### src/fcm_pkg.sv
// Package for the freshness counter manager.
// Holds command codes, field widths, the stage record and the mask and bit length helpers.
// Depends on nothing; every other file of the block uses it.
`timescale 1ns / 1ps

package fcm_pkg;

	// Field widths of the words on the two channels.
	localparam int CMD_W = 3;
	localparam int ID_W  = 4;
	localparam int VAL_W = 64;
	localparam int LEN_W = 7;

	// Defaults for the top level parameters.
	localparam int NUM_IDS_DEF = 16;
	localparam int FV_BITS_DEF = 64;

	// Bits per byte, used for whole-byte rounding.
	localparam int BYTE_BITS = 8;

	// Command codes.
	localparam logic [CMD_W-1:0] CMD_INC  = 3'd0;
	localparam logic [CMD_W-1:0] CMD_UPD  = 3'd1;
	localparam logic [CMD_W-1:0] CMD_TX   = 3'd2;
	localparam logic [CMD_W-1:0] CMD_TXT  = 3'd3;
	localparam logic [CMD_W-1:0] CMD_RX   = 3'd4;

	// Record handed from the execute stage to the finish stage.
	typedef struct packed {
		logic             err;
		logic             wr_en;
		logic [CMD_W-1:0] cmd;
		logic [VAL_W-1:0] value;
		logic [LEN_W-1:0] len;
		logic [VAL_W-1:0] tv;
		logic [VAL_W-1:0] ctr;
	} exec_t;

	// Mask of the low n bits, all ones from 64 upward.
	function automatic logic [VAL_W-1:0] low_mask(input logic [LEN_W-1:0] n);
		logic [VAL_W-1:0] m;
		if (n >= LEN_W'(VAL_W)) begin
			m = '1;
		end else begin
			m = (VAL_W'(1) << n) - VAL_W'(1);
		end
		return m;
	endfunction

	// Mask covering ceil(n/8) whole bytes.
	function automatic logic [VAL_W-1:0] byte_mask(input logic [LEN_W-1:0] n);
		logic [LEN_W:0] r;
		r = ({1'b0, n} + (LEN_W+1)'(BYTE_BITS - 1)) & ~((LEN_W+1)'(BYTE_BITS - 1));
		return low_mask((r > (LEN_W+1)'(VAL_W)) ? LEN_W'(VAL_W) : r[LEN_W-1:0]);
	endfunction

	// Position of the highest set bit, zero for zero.
	function automatic logic [LEN_W-1:0] bit_len(input logic [VAL_W-1:0] v);
		logic [LEN_W-1:0] n;
		n = '0;
		for (int i = 0; i < VAL_W; i++) begin
			if (v[i]) begin
				n = LEN_W'(i + 1);
			end
		end
		return n;
	endfunction

endpackage

### src/fcm_table.sv
// Counter table of the freshness counter manager: one synchronous memory.
// One write port, one read port with registered data, and a clearing pass after reset.
// Depends on fcm_pkg.
`timescale 1ns / 1ps

module fcm_table #(
	parameter int NUM_IDS = fcm_pkg::NUM_IDS_DEF,
	parameter int FV_BITS = fcm_pkg::FV_BITS_DEF,
	localparam int IDX_W  = (NUM_IDS > 1) ? $clog2(NUM_IDS) : 1
) (
	input  logic               clk,
	input  logic               arst_n,
	input  logic               rd_en,
	input  logic [IDX_W-1:0]   rd_idx,
	output logic [FV_BITS-1:0] rd_data,
	input  logic               wr_en,
	input  logic [IDX_W-1:0]   wr_idx,
	input  logic [FV_BITS-1:0] wr_data,
	output logic               busy
);

	logic [FV_BITS-1:0] mem [NUM_IDS];
	logic [FV_BITS-1:0] rd_data_q;
	logic               clr_busy_q;
	logic [IDX_W-1:0]   clr_idx_q;

	// Clearing pass: one entry per cycle from reset until the last entry.
	always_ff @(posedge clk or negedge arst_n) begin
		if (!arst_n) begin
			clr_busy_q <= 1'b1;
			clr_idx_q  <= '0;
		end else if (clr_busy_q) begin
			if (clr_idx_q == IDX_W'(NUM_IDS - 1)) begin
				clr_busy_q <= 1'b0;
			end
			clr_idx_q <= clr_idx_q + IDX_W'(1);
		end
	end

	// Write port, shared by the clearing pass and the write-back.
	always_ff @(posedge clk) begin
		if (clr_busy_q) begin
			mem[clr_idx_q] <= '0;
		end else if (wr_en) begin
			mem[wr_idx] <= wr_data;
		end
	end

	// Read port; the read data is registered.
	always_ff @(posedge clk) begin
		if (rd_en) begin
			rd_data_q <= mem[rd_idx];
		end
	end

	assign rd_data = rd_data_q;
	assign busy    = clr_busy_q;

endmodule

### src/fcm_alu.sv
// Execute stage logic of the freshness counter manager.
// Builds the new counter, the tx words or the rebuilt rx value from the counter read.
// Depends on fcm_pkg.
`timescale 1ns / 1ps

module fcm_alu #(
	parameter int FV_BITS = fcm_pkg::FV_BITS_DEF
) (
	input  logic [fcm_pkg::CMD_W-1:0] cmd,
	input  logic                      err,
	input  logic [fcm_pkg::VAL_W-1:0] ctr_in,
	input  logic [fcm_pkg::VAL_W-1:0] value_in,
	input  logic [fcm_pkg::LEN_W-1:0] req_len,
	input  logic [fcm_pkg::LEN_W-1:0] trunc_len,
	output fcm_pkg::exec_t            res
);

	localparam logic [fcm_pkg::VAL_W-1:0] FV_MASK =
		fcm_pkg::low_mask(fcm_pkg::LEN_W'(FV_BITS));

	logic [fcm_pkg::VAL_W-1:0] ctr;
	logic [fcm_pkg::VAL_W-1:0] upd_m;
	logic [fcm_pkg::LEN_W-1:0] ctr_len;
	logic [fcm_pkg::LEN_W-1:0] tx_len;
	logic [fcm_pkg::VAL_W-1:0] tx_bm;
	logic [fcm_pkg::VAL_W-1:0] tx_fv;
	logic [fcm_pkg::VAL_W-1:0] rx_m;
	logic [fcm_pkg::VAL_W-1:0] rx_rl;
	logic [fcm_pkg::VAL_W-1:0] rx_upper;
	logic [fcm_pkg::VAL_W-1:0] rx_bumped;
	logic [fcm_pkg::VAL_W-1:0] rebuilt;

	assign ctr = ctr_in & FV_MASK;

	// Update merges the low whole bytes of the new word.
	assign upd_m = fcm_pkg::byte_mask(req_len) & FV_MASK;

	// Tx read length is the smaller of the request and the counter length.
	assign ctr_len = fcm_pkg::bit_len(ctr);
	assign tx_len  = (req_len <= ctr_len) ? req_len : ctr_len;
	assign tx_bm   = fcm_pkg::byte_mask(tx_len);
	assign tx_fv   = ctr & tx_bm;

	// Rx rebuild from the received low bits; the upper part steps on when they do not exceed.
	assign rx_m      = fcm_pkg::low_mask(trunc_len);
	assign rx_rl     = value_in & rx_m;
	assign rx_upper  = ctr & ~rx_m;
	assign rx_bumped = (rx_upper + (fcm_pkg::VAL_W'(1) << trunc_len)) & FV_MASK;

	always_comb begin
		if (trunc_len == fcm_pkg::LEN_W'(FV_BITS)) begin
			rebuilt = value_in & FV_MASK;
		end else if (rx_rl > (ctr & rx_m)) begin
			rebuilt = rx_upper | rx_rl;
		end else begin
			rebuilt = rx_bumped | rx_rl;
		end
	end

	// Select the word that goes to the finish stage.
	always_comb begin
		res       = '0;
		res.err   = err;
		res.cmd   = cmd;
		res.ctr   = ctr;
		if (!err) begin
			unique case (cmd)
				fcm_pkg::CMD_INC: begin
					res.value = (ctr + fcm_pkg::VAL_W'(1)) & FV_MASK;
					res.wr_en = 1'b1;
				end
				fcm_pkg::CMD_UPD: begin
					res.value = (ctr & ~upd_m) | (value_in & upd_m);
					res.wr_en = 1'b1;
				end
				fcm_pkg::CMD_TX: begin
					res.value = tx_fv;
					res.len   = tx_len;
				end
				fcm_pkg::CMD_TXT: begin
					res.value = tx_fv;
					res.len   = tx_len;
					res.tv    = tx_fv & fcm_pkg::low_mask(trunc_len) & tx_bm;
				end
				default: begin
					res.value = rebuilt;
				end
			endcase
		end
	end

endmodule

### src/freshness_counter_manager_core.sv
// Top level of the freshness counter manager.
// Holds the command sequencer, the finish stage and the output register; uses fcm_table and fcm_alu.
// Depends on fcm_pkg.
`timescale 1ns / 1ps

// The block keeps one freshness counter per id in a small synchronous memory and runs one
// command per word: increment, update, tx read, tx truncated read or rx verify, each giving
// exactly one result word. The memory read comes in the cycle the word is accepted, then
// an execute cycle, then a finish cycle that writes the counter back and loads the output
// register while the next word is already accepted; the finish waits while out_stall holds
// a full output register. A counter written back is forwarded to a read of the same id. The
// read-modify-write loop through the table means no word is accepted before the last one finishes.
// After reset the table is cleared one entry per cycle, and in_stall stays high until that pass is
// done. Lengths above FV_BITS on any command but increment, unknown commands and ids at or above
// NUM_IDS give status 1 with all other fields zero and leave the table as it was.
module freshness_counter_manager_core #(
	parameter int NUM_IDS = fcm_pkg::NUM_IDS_DEF,
	parameter int FV_BITS = fcm_pkg::FV_BITS_DEF
) (
	input  logic                      clk,
	input  logic                      arst_n,
	input  logic                      in_valid,
	output logic                      in_stall,
	input  logic [fcm_pkg::CMD_W-1:0] cmd,
	input  logic [fcm_pkg::ID_W-1:0]  id,
	input  logic [fcm_pkg::VAL_W-1:0] value_in,
	input  logic [fcm_pkg::LEN_W-1:0] req_len,
	input  logic [fcm_pkg::LEN_W-1:0] trunc_len,
	output logic                      out_valid,
	input  logic                      out_stall,
	output logic                      status,
	output logic [fcm_pkg::VAL_W-1:0] fresh_value,
	output logic [fcm_pkg::LEN_W-1:0] fresh_len,
	output logic [fcm_pkg::VAL_W-1:0] trunc_value,
	output logic [fcm_pkg::LEN_W-1:0] trunc_len_out
);

	localparam int IDX_W = (NUM_IDS > 1) ? $clog2(NUM_IDS) : 1;

	localparam logic [1:0] ST_IDLE = 2'd0;
	localparam logic [1:0] ST_EXEC = 2'd1;
	localparam logic [1:0] ST_FIN  = 2'd2;

	logic [1:0]                state_q;
	logic                      tbl_busy;
	logic                      fin_go;
	logic                      accept;
	logic                      err_in;
	logic [IDX_W-1:0]          idx_in;
	logic [FV_BITS-1:0]        rd_data;

	logic [fcm_pkg::CMD_W-1:0] cmd_s1;
	logic [IDX_W-1:0]          idx_s1;
	logic [fcm_pkg::VAL_W-1:0] vin_s1;
	logic [fcm_pkg::LEN_W-1:0] rlen_s1;
	logic [fcm_pkg::LEN_W-1:0] tlen_s1;
	logic                      err_s1;
	logic                      fwd_s1;
	logic [FV_BITS-1:0]        fwd_data_s1;
	logic [fcm_pkg::VAL_W-1:0] ctr_s1;
	fcm_pkg::exec_t            exec_res;

	fcm_pkg::exec_t            ex_s2;
	logic [IDX_W-1:0]          idx_s2;

	logic                      fin_status;
	logic [fcm_pkg::LEN_W-1:0] fin_flen;
	logic [fcm_pkg::LEN_W-1:0] fin_tlen;

	logic                      out_valid_q;
	logic                      status_q;
	logic [fcm_pkg::VAL_W-1:0] fresh_value_q;
	logic [fcm_pkg::LEN_W-1:0] fresh_len_q;
	logic [fcm_pkg::VAL_W-1:0] trunc_value_q;
	logic [fcm_pkg::LEN_W-1:0] trunc_len_q;

	// The finish stage completes once the output register is free or being emptied.
	assign fin_go   = (state_q == ST_FIN) && !(out_valid_q && out_stall);
	assign in_stall = tbl_busy || !((state_q == ST_IDLE) || fin_go);
	assign accept   = in_valid && !in_stall;

	// Error checks on the incoming word.
	assign idx_in = IDX_W'(id);
	assign err_in = (32'(id) >= NUM_IDS) || (cmd > fcm_pkg::CMD_RX) ||
		((cmd != fcm_pkg::CMD_INC) &&
		 ((req_len > fcm_pkg::LEN_W'(FV_BITS)) || (trunc_len > fcm_pkg::LEN_W'(FV_BITS))));

	// Sequencer: accept and read, execute, finish.
	always_ff @(posedge clk or negedge arst_n) begin
		if (!arst_n) begin
			state_q <= ST_IDLE;
		end else begin
			unique case (state_q)
				ST_IDLE: begin
					if (accept) begin
						state_q <= ST_EXEC;
					end
				end
				ST_EXEC: begin
					state_q <= ST_FIN;
				end
				ST_FIN: begin
					if (fin_go) begin
						state_q <= accept ? ST_EXEC : ST_IDLE;
					end
				end
				default: begin
					state_q <= ST_IDLE;
				end
			endcase
		end
	end

	fcm_table #(
		.NUM_IDS (NUM_IDS),
		.FV_BITS (FV_BITS)
	) u_table (
		.clk     (clk),
		.arst_n  (arst_n),
		.rd_en   (accept),
		.rd_idx  (idx_in),
		.rd_data (rd_data),
		.wr_en   (fin_go && ex_s2.wr_en),
		.wr_idx  (idx_s2),
		.wr_data (ex_s2.value[FV_BITS-1:0]),
		.busy    (tbl_busy)
	);

	// Capture the accepted word, and forward a write-back to the same entry.
	always_ff @(posedge clk) begin
		if (accept) begin
			cmd_s1      <= cmd;
			idx_s1      <= idx_in;
			vin_s1      <= value_in;
			rlen_s1     <= req_len;
			tlen_s1     <= trunc_len;
			err_s1      <= err_in;
			fwd_s1      <= fin_go && ex_s2.wr_en && (idx_s2 == idx_in);
			fwd_data_s1 <= ex_s2.value[FV_BITS-1:0];
		end
	end

	assign ctr_s1 = fcm_pkg::VAL_W'(fwd_s1 ? fwd_data_s1 : rd_data);

	fcm_alu #(
		.FV_BITS (FV_BITS)
	) u_alu (
		.cmd       (cmd_s1),
		.err       (err_s1),
		.ctr_in    (ctr_s1),
		.value_in  (vin_s1),
		.req_len   (rlen_s1),
		.trunc_len (tlen_s1),
		.res       (exec_res)
	);

	// Execute stage register.
	always_ff @(posedge clk) begin
		if (state_q == ST_EXEC) begin
			ex_s2  <= exec_res;
			idx_s2 <= idx_s1;
		end
	end

	// Finish stage: bit lengths and the rx freshness check.
	always_comb begin
		fin_status = ex_s2.err;
		fin_flen   = '0;
		fin_tlen   = '0;
		if (!ex_s2.err) begin
			if ((ex_s2.cmd == fcm_pkg::CMD_TX) || (ex_s2.cmd == fcm_pkg::CMD_TXT)) begin
				fin_flen = ex_s2.len;
			end else begin
				fin_flen = fcm_pkg::bit_len(ex_s2.value);
			end
			if (ex_s2.cmd == fcm_pkg::CMD_TXT) begin
				fin_tlen = fcm_pkg::bit_len(ex_s2.tv);
			end
			if (ex_s2.cmd == fcm_pkg::CMD_RX) begin
				fin_status = !(ex_s2.value > ex_s2.ctr);
			end
		end
	end

	// Output register: holds one result word until it is taken.
	always_ff @(posedge clk or negedge arst_n) begin
		if (!arst_n) begin
			out_valid_q <= 1'b0;
		end else if (fin_go) begin
			out_valid_q <= 1'b1;
		end else if (!out_stall) begin
			out_valid_q <= 1'b0;
		end
	end

	always_ff @(posedge clk) begin
		if (fin_go) begin
			status_q      <= fin_status;
			fresh_value_q <= ex_s2.err ? '0 : ex_s2.value;
			fresh_len_q   <= fin_flen;
			trunc_value_q <= ex_s2.err ? '0 : ex_s2.tv;
			trunc_len_q   <= fin_tlen;
		end
	end

	assign out_valid     = out_valid_q;
	assign status        = status_q;
	assign fresh_value   = fresh_value_q;
	assign fresh_len     = fresh_len_q;
	assign trunc_value   = trunc_value_q;
	assign trunc_len_out = trunc_len_q;

endmodule

### config.mk
export PLATFORM = sky130hd
export DESIGN_NAME = freshness_counter_manager_core
export DESIGN_NICKNAME = d
export VERILOG_FILES = /design/src/fcm_pkg.sv /design/src/fcm_table.sv /design/src/fcm_alu.sv /design/src/freshness_counter_manager_core.sv
export SDC_FILE = /design/constraint.sdc
export NUM_CORES = 2
export LEC_CHECK = 0
export BUFFER_PORTS_ARGS = -buffer_cell sky130_fd_sc_hd__buf_2
export CAP_MARGIN = 10
export CORE_ASPECT_RATIO = 1.2
export CORE_MARGIN = 4
export CORE_UTILIZATION = 40
export DETAILED_ROUTE_END_ITERATION = 8
export PLACE_DENSITY = 0.55
export SYNTH_ARGS = -nofsm -noshare
export SYNTH_HDL_FRONTEND = slang
export SYNTH_SLANG_ARGS = --single-unit
### constraint.sdc
create_clock -name clk -period 15.02 [get_ports clk]
set_input_delay 3.004 -clock clk [delete_from_list [all_inputs] [get_ports clk]]
set_output_delay 3.004 -clock clk [all_outputs]
set_load 0.01 [all_outputs]
Word-level counts from Yosys, hierarchy flattened
Memory sizes are Yosys's and may differ from the RTL's. A register that Yosys moved wholly into a read port is not among the register bits.
Cells that the tools add are included.
{"block": "word_totals", "ff_bits": 510, "mem_bits_rw": 1024, "inputBits": 89, "output_inout_bits": 145, "elab_cells": 328, "memories": 1}
{"block": "op_classes", "add_sub_neg": 8, "magnitude_cmp": 11, "eq_ne": 14, "n_shift": 3, "muxes": 223, "n_bitwise": 16, "n_reduce_logical": 26}
{"name": "u_table.mem", "depth": 16, "word_bits": 64, "rd": 1, "rd_ports_with_merged_regs": 1, "wr": 1, "line_no": "fcm_table.sv:22", "source": "logic [FV_BITS-1:0] mem [NUM_IDS];"}
{"op": "two-way mux 7 bit", "n": 193}
{"op": "two-way mux 64 bit", "n": 9}
{"op": "AND 64 bit", "n": 8}
{"op": "bitwise OR 64 bit", "n": 3}
{"op": "one-hot mux 64 bit (3 select lines)", "n": 1}
{"op": "<< shifter 1 x 7 -> 64 bit, first input constant", "n": 3}
{"op": "subtractor 64 x 2 -> 64 bit, second input constant", "n": 3}
{"op": "greater-than comparator 64 bit", "n": 2}
{"op": "inverter 64 bit", "n": 2}
{"op": "adder 64 x 1 -> 64 bit, second input constant", "n": 1}
{"op": "adder 64 bit", "n": 1}
{"op": "OR reduction 64 bit", "n": 1}
{"op": ">= comparator 7 bit, second input constant", "n": 3}
{"op": "adder 7 x 3 -> 8 bit, second input constant", "n": 2}
{"op": "greater-than comparator 8 x 7 -> 1 bit, second input constant", "n": 2}
{"op": "two-way mux 1 bit", "n": 16}
{"op": "greater-than comparator 7 bit, second input constant", "n": 2}
{"op": "== test 3 x 2 -> 1 bit, second input constant", "n": 4}
{"op": "OR reduction 2 bit", "n": 5}
{"op": "== test 7 bit, second input constant", "n": 1}
{"op": "less-or-equal comparator 7 bit", "n": 1}
{"op": "logical AND 1 bit", "n": 6}
{"op": "one-hot mux 2 bit (3 select lines)", "n": 1}
{"op": "logical OR 1 bit", "n": 5}
{"op": "other kinds (19)", "n": 26}

Depth between registers and ports, before layout
{"block": "depth", "depth_word": 76, "mapped_depth": 29, "mapped_depth_nobuf": 26}

Modules after synthesis
From an unflattened synthesis, not the netlist that was laid out.
{"block": "unflattened", "hier_cells": 5435, "area_unflattened_um2": 75783.9}
{"module": "fcm_table", "n_inst": 1, "cells_per_inst": 1749, "area_each_um2": 40950.5, "seq_area_each_um2": 32797.7}
{"module": "freshness_counter_manager_core", "n_inst": 1, "cells_per_inst": 1271, "area_each_um2": 20065.5, "seq_area_each_um2": 15149.5}
{"module": "fcm_alu", "n_inst": 1, "cells_per_inst": 2415, "area_each_um2": 14767.9, "seq_area_each_um2": 0.0}

Worst setup path before layout
Ideal clock, no wire load.
{"block": "synth_path", "path_kind": "in2reg", "start": "input out_stall", "end": "memory u_table.mem[4][0] in the netlist's numbering (enable)", "setup_time_ps": 487, "arrival_time_ps": 15014, "path_slack_ps": -481, "path_stages": 6, "path_buffers": 1, "path_cell_list": "a21oi_1 nand2_1 nor2_1 clkbuf_1 a31oi_1 nor2_1"}
{"block": "synth_between", "elab_chain_len": 9, "elab_cells_between_ends": 10, "cone_classes": "5 x mux; 5 x reduce/logical"}
{"item": "start: declaration", "line_no": "freshness_counter_manager_core.sv:30", "source": "input logic out_stall,"}
{"item": "logical AND 1 bit (*)", "line_no": "freshness_counter_manager_core.sv:78", "source": "assign fin_go = (state_q == ST_FIN) && !(out_valid_q && out_stall);"}
{"item": "logical NOT 1 bit (*)", "line_no": "freshness_counter_manager_core.sv:78"}
{"item": "logical AND 1 bit (*)", "line_no": "freshness_counter_manager_core.sv:78"}
{"item": "logical AND 1 bit (*)", "line_no": "freshness_counter_manager_core.sv:123", "source": ".wr_en (fin_go && ex_s2.wr_en),"}
{"item": "two-way mux 1 bit (*)", "line_no": "fcm_table.sv:44", "source": "end else if (wr_en) begin"}
{"item": "two-way mux 1 bit (*)", "line_no": "fcm_table.sv:42", "source": "if (clr_busy_q) begin"}
{"item": "two-way mux 1 bit (implied by the code) (*)", "line_no": "fcm_table.sv:45", "source": "mem[wr_idx] <= wr_data;"}
{"item": "OR reduction 64 bit (no line)"}
{"item": "two-way mux 4 bit (no line) or two-way mux 1 bit (tied branches)"}
{"item": "end: declaration", "line_no": "fcm_table.sv:22"}
Mark *: on every way between the ends. The rest lies on a longest branch, timed or not.

Worst setup path in the final report
{"block": "layout_path", "start": "register tlen_s1[3] in the netlist's numbering", "end": "register ex_s2[151] in the netlist's numbering, data pin"}
{"block": "layout_between", "elab_chain_len": 10, "elab_cells_between_ends": 16, "cone_classes": "2 x add/sub; 2 x order compare; 1 x eq/ne; 1 x shift; 4 x mux; 6 x bitwise"}
{"item": "start: declaration", "line_no": "freshness_counter_manager_core.sv:56", "source": "logic [fcm_pkg::LEN_W-1:0] tlen_s1;"}
{"item": "start signal: assignment", "line_no": "freshness_counter_manager_core.sv:136", "source": "tlen_s1 <= trunc_len;"}
{"item": "<< shifter 1 x 7 -> 64 bit", "line_no": "fcm_pkg.sv:45, fcm_alu.sv:48"}
{"item": "subtractor 64 x 2 -> 64 bit", "line_no": "fcm_pkg.sv:45", "source": "m = (VAL_W'(1) << n) - VAL_W'(1);"}
{"item": "two-way mux 64 bit", "line_no": "fcm_pkg.sv:42", "source": "if (n >= LEN_W'(VAL_W)) begin"}
{"item": "inverter 64 bit", "line_no": "fcm_alu.sv:47", "source": "assign rx_upper = ctr & ~rx_m;"}
{"item": "AND 64 bit", "line_no": "fcm_alu.sv:47"}
{"item": "adder 64 bit", "line_no": "fcm_alu.sv:48", "source": "assign rx_bumped = (rx_upper + (fcm_pkg::VAL_W'(1) << trunc_len)) & FV_MASK;"}
{"item": "bitwise OR 64 bit", "line_no": "fcm_alu.sv:56", "source": "rebuilt = rx_bumped | rx_rl;"}
{"item": "two-way mux 64 bit", "line_no": "fcm_alu.sv:53", "source": "end else if (rx_rl > (ctr & rx_m)) begin"}
{"item": "two-way mux 64 bit (*)", "line_no": "fcm_alu.sv:51", "source": "if (trunc_len == fcm_pkg::LEN_W'(FV_BITS)) begin"}
{"item": "one-hot mux 64 bit (3 select lines) (*)", "line_no": "fcm_alu.sv:67", "source": "unique case (cmd)"}
{"item": "end signal: assignment", "line_no": "freshness_counter_manager_core.sv:160", "source": "ex_s2 <= exec_res;"}
{"item": "end: declaration", "line_no": "freshness_counter_manager_core.sv:63", "source": "fcm_pkg::exec_t ex_s2;"}
Marks and branches as above.
A chain may end at the register's enable or synchronous reset.

==> flow_metrics.py <==
metrics = {
    "synthesis": {
        "synthesis.nets": 5504,
        "synthAdderAreaFrac": 0.03445,
        "yosysTopAreaCell": "edfxtp_1",
        "ys.flop_type": "edfxtp_1",
        "synth_edf_count": 1590,
        "synth-seq-cells": 1598,
        "seq_area_frac_synth": 0.6396,
        "synth_area_um2": 74960,
        "yosys_warnings": 0,
        "yosysTopAreaCellShare": 0.6369,
        "synth-simple-area-share": 0.1019,
        "synth.distinct_cells": 112,
        "synth_top_family_by_area": "multiplexers",
        "synth_compound_gate_area_share": 0.08507,
        "synthXorXnorAreaFrac": 0.009113,
        "synth_mux_area_frac": 0.1088,
        "syn_area_per_cell_um2": 14.39,
        "syn_inst": 5210,
        "synth.area.top_cells": "edfxtp_1, mux4_2, ha_1, nor2_1, a21oi_1",
        "async_reset_ff_frac": 0.005006,
    },
    "layout": {
        "final_cells": 8125,
        "final_common_cell": "edfxtp_1",
        "finalInstanceArea_um2": 84960,
        "final_nets": 5825,
        "final_cell_mix": "edfxtp_1, nor2_1, mux4_2, nand2_1, a21oi_1",
        "drive_above_1_share": 0.1807,
        "fin_util": 0.4575,
        "syn_to_final_growth_pct": 13.34,
    },
    "drt": {
        "vias": 48850,
        "ant_nets": 0,
        "drt_first_pass_iters": 8,
        "wl_per_cell_um": 32.33,
        "route.detailed.drc": 0,
        "routed_wl_um": 262700,
        "drt-vias-per-instance": 6.012,
        "initialDrtViolationCount": 5521,
    },
    "min_path": {
        "worst_hold_path.endpoint": "idx_s2[0]",
        "min_path_type": "reg -> reg",
        "whs_path_depth": 0,
        "hold_start": "idx_s1[0]",
    },
    "clock_network": {
        "cts_buffers": 166,
        "cts_hold_buf": 0,
        "cts_sinks": 1598,
        "cts_buffer_depth": 3,
        "cts_resized": 0,
        "cts_setup_buffers": 0,
        "cts_tree": "yes",
        "clk_latency_ps": 830,
        "h-tree-depth": 4,
        "clk_pin_slew_ps": 70,
        "clockRootBuffer": "clkbuf_16",
    },
    "run_status": {
        "outcome": "finished clean",
    },
    "worst_setup_path": {
        "critPathMostFrequentCell": "nor2_1",
        "reg2reg_to": "ex_s2[151]",
        "slowest_stage": "edfxtp_1",
        "path_buf_inv": 2,
        "critPathMaxStageDelay_ps": 850,
        "crit_fanout": 44,
        "cp_cell_sequence": "or2_2 > nor2_1 > nand3_1 > ha_1 > o21ai_2 > buf_4 > nor2_1 > o22ai_1 > a22oi_1 > nand2_1 > ha_1 > nand4_1 > nor4_1 > nand3_1 > nor4_1 > nor2_1 > a21oi_4 > buf_4 > nor2_1 > a221o_1 > a221oi_1 > o32ai_1",
        "worstSetupPathType": "reg -> reg",
        "r2r_slack_ps": 6380,
        "r2r_cells": 22,
        "end_kind": "register",
        "critPathLaunchType": "register",
        "worst_ep_required_time_ps": 15570,
        "cp.arrival_ps": 9190,
        "path_delay_family": "simple AND/OR/NAND/NOR gates",
        "r2r-start": "tlen_s1[3]",
    },
    "pwr": {
        "p_leak_nw": 30.52,
        "switching_share": 0.2635,
        "power.internal_mw": 7.777,
        "irDropWorstVdd_mv": 0.09378,
        "comb_power_share": 0.116,
        "p_seq_frac": 0.494,
        "total_power_mw": 10.56,
        "powerDensity_nw_per_um2": 124.3,
        "power.share.clock": 0.390,
        "p_switching_mw": 2.783,
    },
    "job": {
        "max-cap-violations": 0,
    },
    "global_route": {
        "overflow": 0,
        "grt_pass1_vias": 48540,
        "busiest_layer": "met2",
        "grt_use_total": 0.2669,
        "grt_first_pass_wirelength_um": 367700,
        "grtUsageMet3": 0.04026,
        "grt_use_met2": 0.4445,
        "antenna_found_initial": 29,
        "met1_usage": 0.3466,
        "grt_max_degree": 123,
    },
    "sta": {
        "slew_viol_final": 0,
        "period_share": 0.5755,
        "relSlewSlack": 0.1071,
        "setup_viol": 0,
        "post-route-min-period_ps": 8643,
        "worstMarginPinSlew_ps": 1323,
        "finalHoldViolations": 0,
        "fin_skew_ps": 38.84,
        "tns_ps": 0,
        "rsz0062_at_grt": "false",
        "max_freq_mhz": 115.7,
    },
    "die": {
        "dieArea_um2": 194400,
        "die_x_um": 403.2,
        "core_area_um2": 185700,
        "ioPinCount": 234,
        "num_rows": 173,
        "initial_utilization": 0.4036,
        "die_h_um": 482.2,
    },
    "placement": {
        "place_area_um2": 79510,
        "gp_congestion": 0.9883,
        "dp_cells": 7812,
        "dpl.hpwl_um": 183300,
        "port_buffers": 233,
    },
}
[power by group through the flow]
| stage | sequential, mW | combinational [mW] | clock (mW) |
|---|---|---|---|
| after floorplan | 5.28 | 0.713 | 0 |
| after global placement | 5.31 | 1.21 | 0 |
| after CTS | 5.21 | 1.21 | 4.20 |
| after detailed placement | 5.30 | 1.20 | 0 |
| after global routing | 5.23 | 1.30 | 4.40 |
| final | 5.22 | 1.22 | 4.12 |
[flip-flops by register name, indices dropped and copies added (netlist names), 2 cells and up]
register / cells
cmd_s1: 3
ex_s2: 204
fresh_len: 7
fresh_value: 64
fwd_data_s1: 64
idx_s1: 4
idx_s2: 4
rlen_s1: 7
state_q: 2
tlen_s1: 7
trunc_len_out: 7
trunc_value: 64
u_table.clr_idx_q: 4
u_table.mem: 1024
u_table.rd_data: 64
vin_s1: 64
[cell usage after synthesis, types with 10 or more instances]
| master | n |
|---|---|
| nand2_1 | 282 |
| nor3b_1 | 28 |
| a22oi_1 | 22 |
| nor3_1 | 137 |
| o21bai_1 | 22 |
| a32oi_1 | 19 |
| o21ai_1 | 18 |
| nand3_1 | 58 |
| a31oi_1 | 74 |
| o22ai_1 | 31 |
| and3_1 | 36 |
| nor2b_1 | 154 |
| a21oi_1 | 262 |
| nor2_1 | 510 |
| clkbuf_1 | 148 |
| a211oi_1 | 35 |
| mux2i_1 | 64 |
| a221oi_1 | 20 |
| o21ai_0 | 174 |
| nand2b_1 | 43 |
| or3_1 | 21 |
| mux4_2 | 320 |
| a21o_1 | 69 |
| xnor2_1 | 56 |
| or4_1 | 10 |
| ha_1 | 204 |
| and2_1 | 122 |
| buf_1 | 38 |
| o21a_1 | 33 |
| o31ai_1 | 35 |
| a211o_1 | 10 |
| edfxtp_1 | 1590 |
| inv_1 | 186 |
| nor4_1 | 45 |
| or2_2 | 19 |
| o211ai_1 | 21 |
| xor2_1 | 22 |
| mux2_2 | 22 |
| nand4_1 | 40 |
[through the flow]
stage          worst slack [ps]  hold WS (ps)
3_5_place_dp               6558         407.4
2_1_floorplan              1880         400.3
4_1_cts                    6533         426.5
5_1_grt                    6128         439.7
3_3_place_gp               6579         401.2
6_report                   6377         424.7
[metal layers]
metal,part of all wire,vias to the layer above
met5,0.000046,-
met4,0.054,2
met3,0.065,487
met2,0.48,2166
met1,0.40,25100
li1,-,21090
[worst register-to-register path, delay by kind of cell (launching register included)]
| kind | cells | cell delay, ps |
|---|---|---|
| AOI/OAI and AO/OA | 7 | 2020 |
| adders and majority gates | 2 | 810 |
| buffers and inverters | 2 | 740 |
| DFF | 1 | 850 |
| and+or+nand+nor | 11 | 3930 |
[worst max path at each step]
stage               start    endpoint  slack (ps)  depth (start not counted)
6_report       tlen_s1[3]  ex_s2[151]        6380                         22
5_1_grt        tlen_s1[6]  ex_s2[151]        6130                         23
4_1_cts        tlen_s1[3]  ex_s2[151]        6530                         22
3_5_place_dp   tlen_s1[6]  ex_s2[151]        6560                         23
3_3_place_gp   tlen_s1[6]  ex_s2[188]        6580                         23
2_1_floorplan   out_stall   cmd_s1[0]        1880                          2
[final cells by class]
type | instances | area, um^2
clock buffer | 203 | 4335
tap | 2450 | 3065
multi-input combinational | 3215 | 25620
clock inverter | 100 | 1086
inverter | 192 | 720.7
sequential | 1598 | 47950
timing repair buffer | 358 | 2162
antenna | 9 | 22.52
fill | 16490 | 100800
[kinds of logic after synthesis]
kind of cell,Yosys count
muxes,410
and+or+nand+nor,1550
adders and majority gates,206
xor gates and xnor gates,78
DFF,1598
buffers and inverters,397
AOI/OAI and AO/OA,971
No activity file was read; power rests on OpenSTA's default activity.
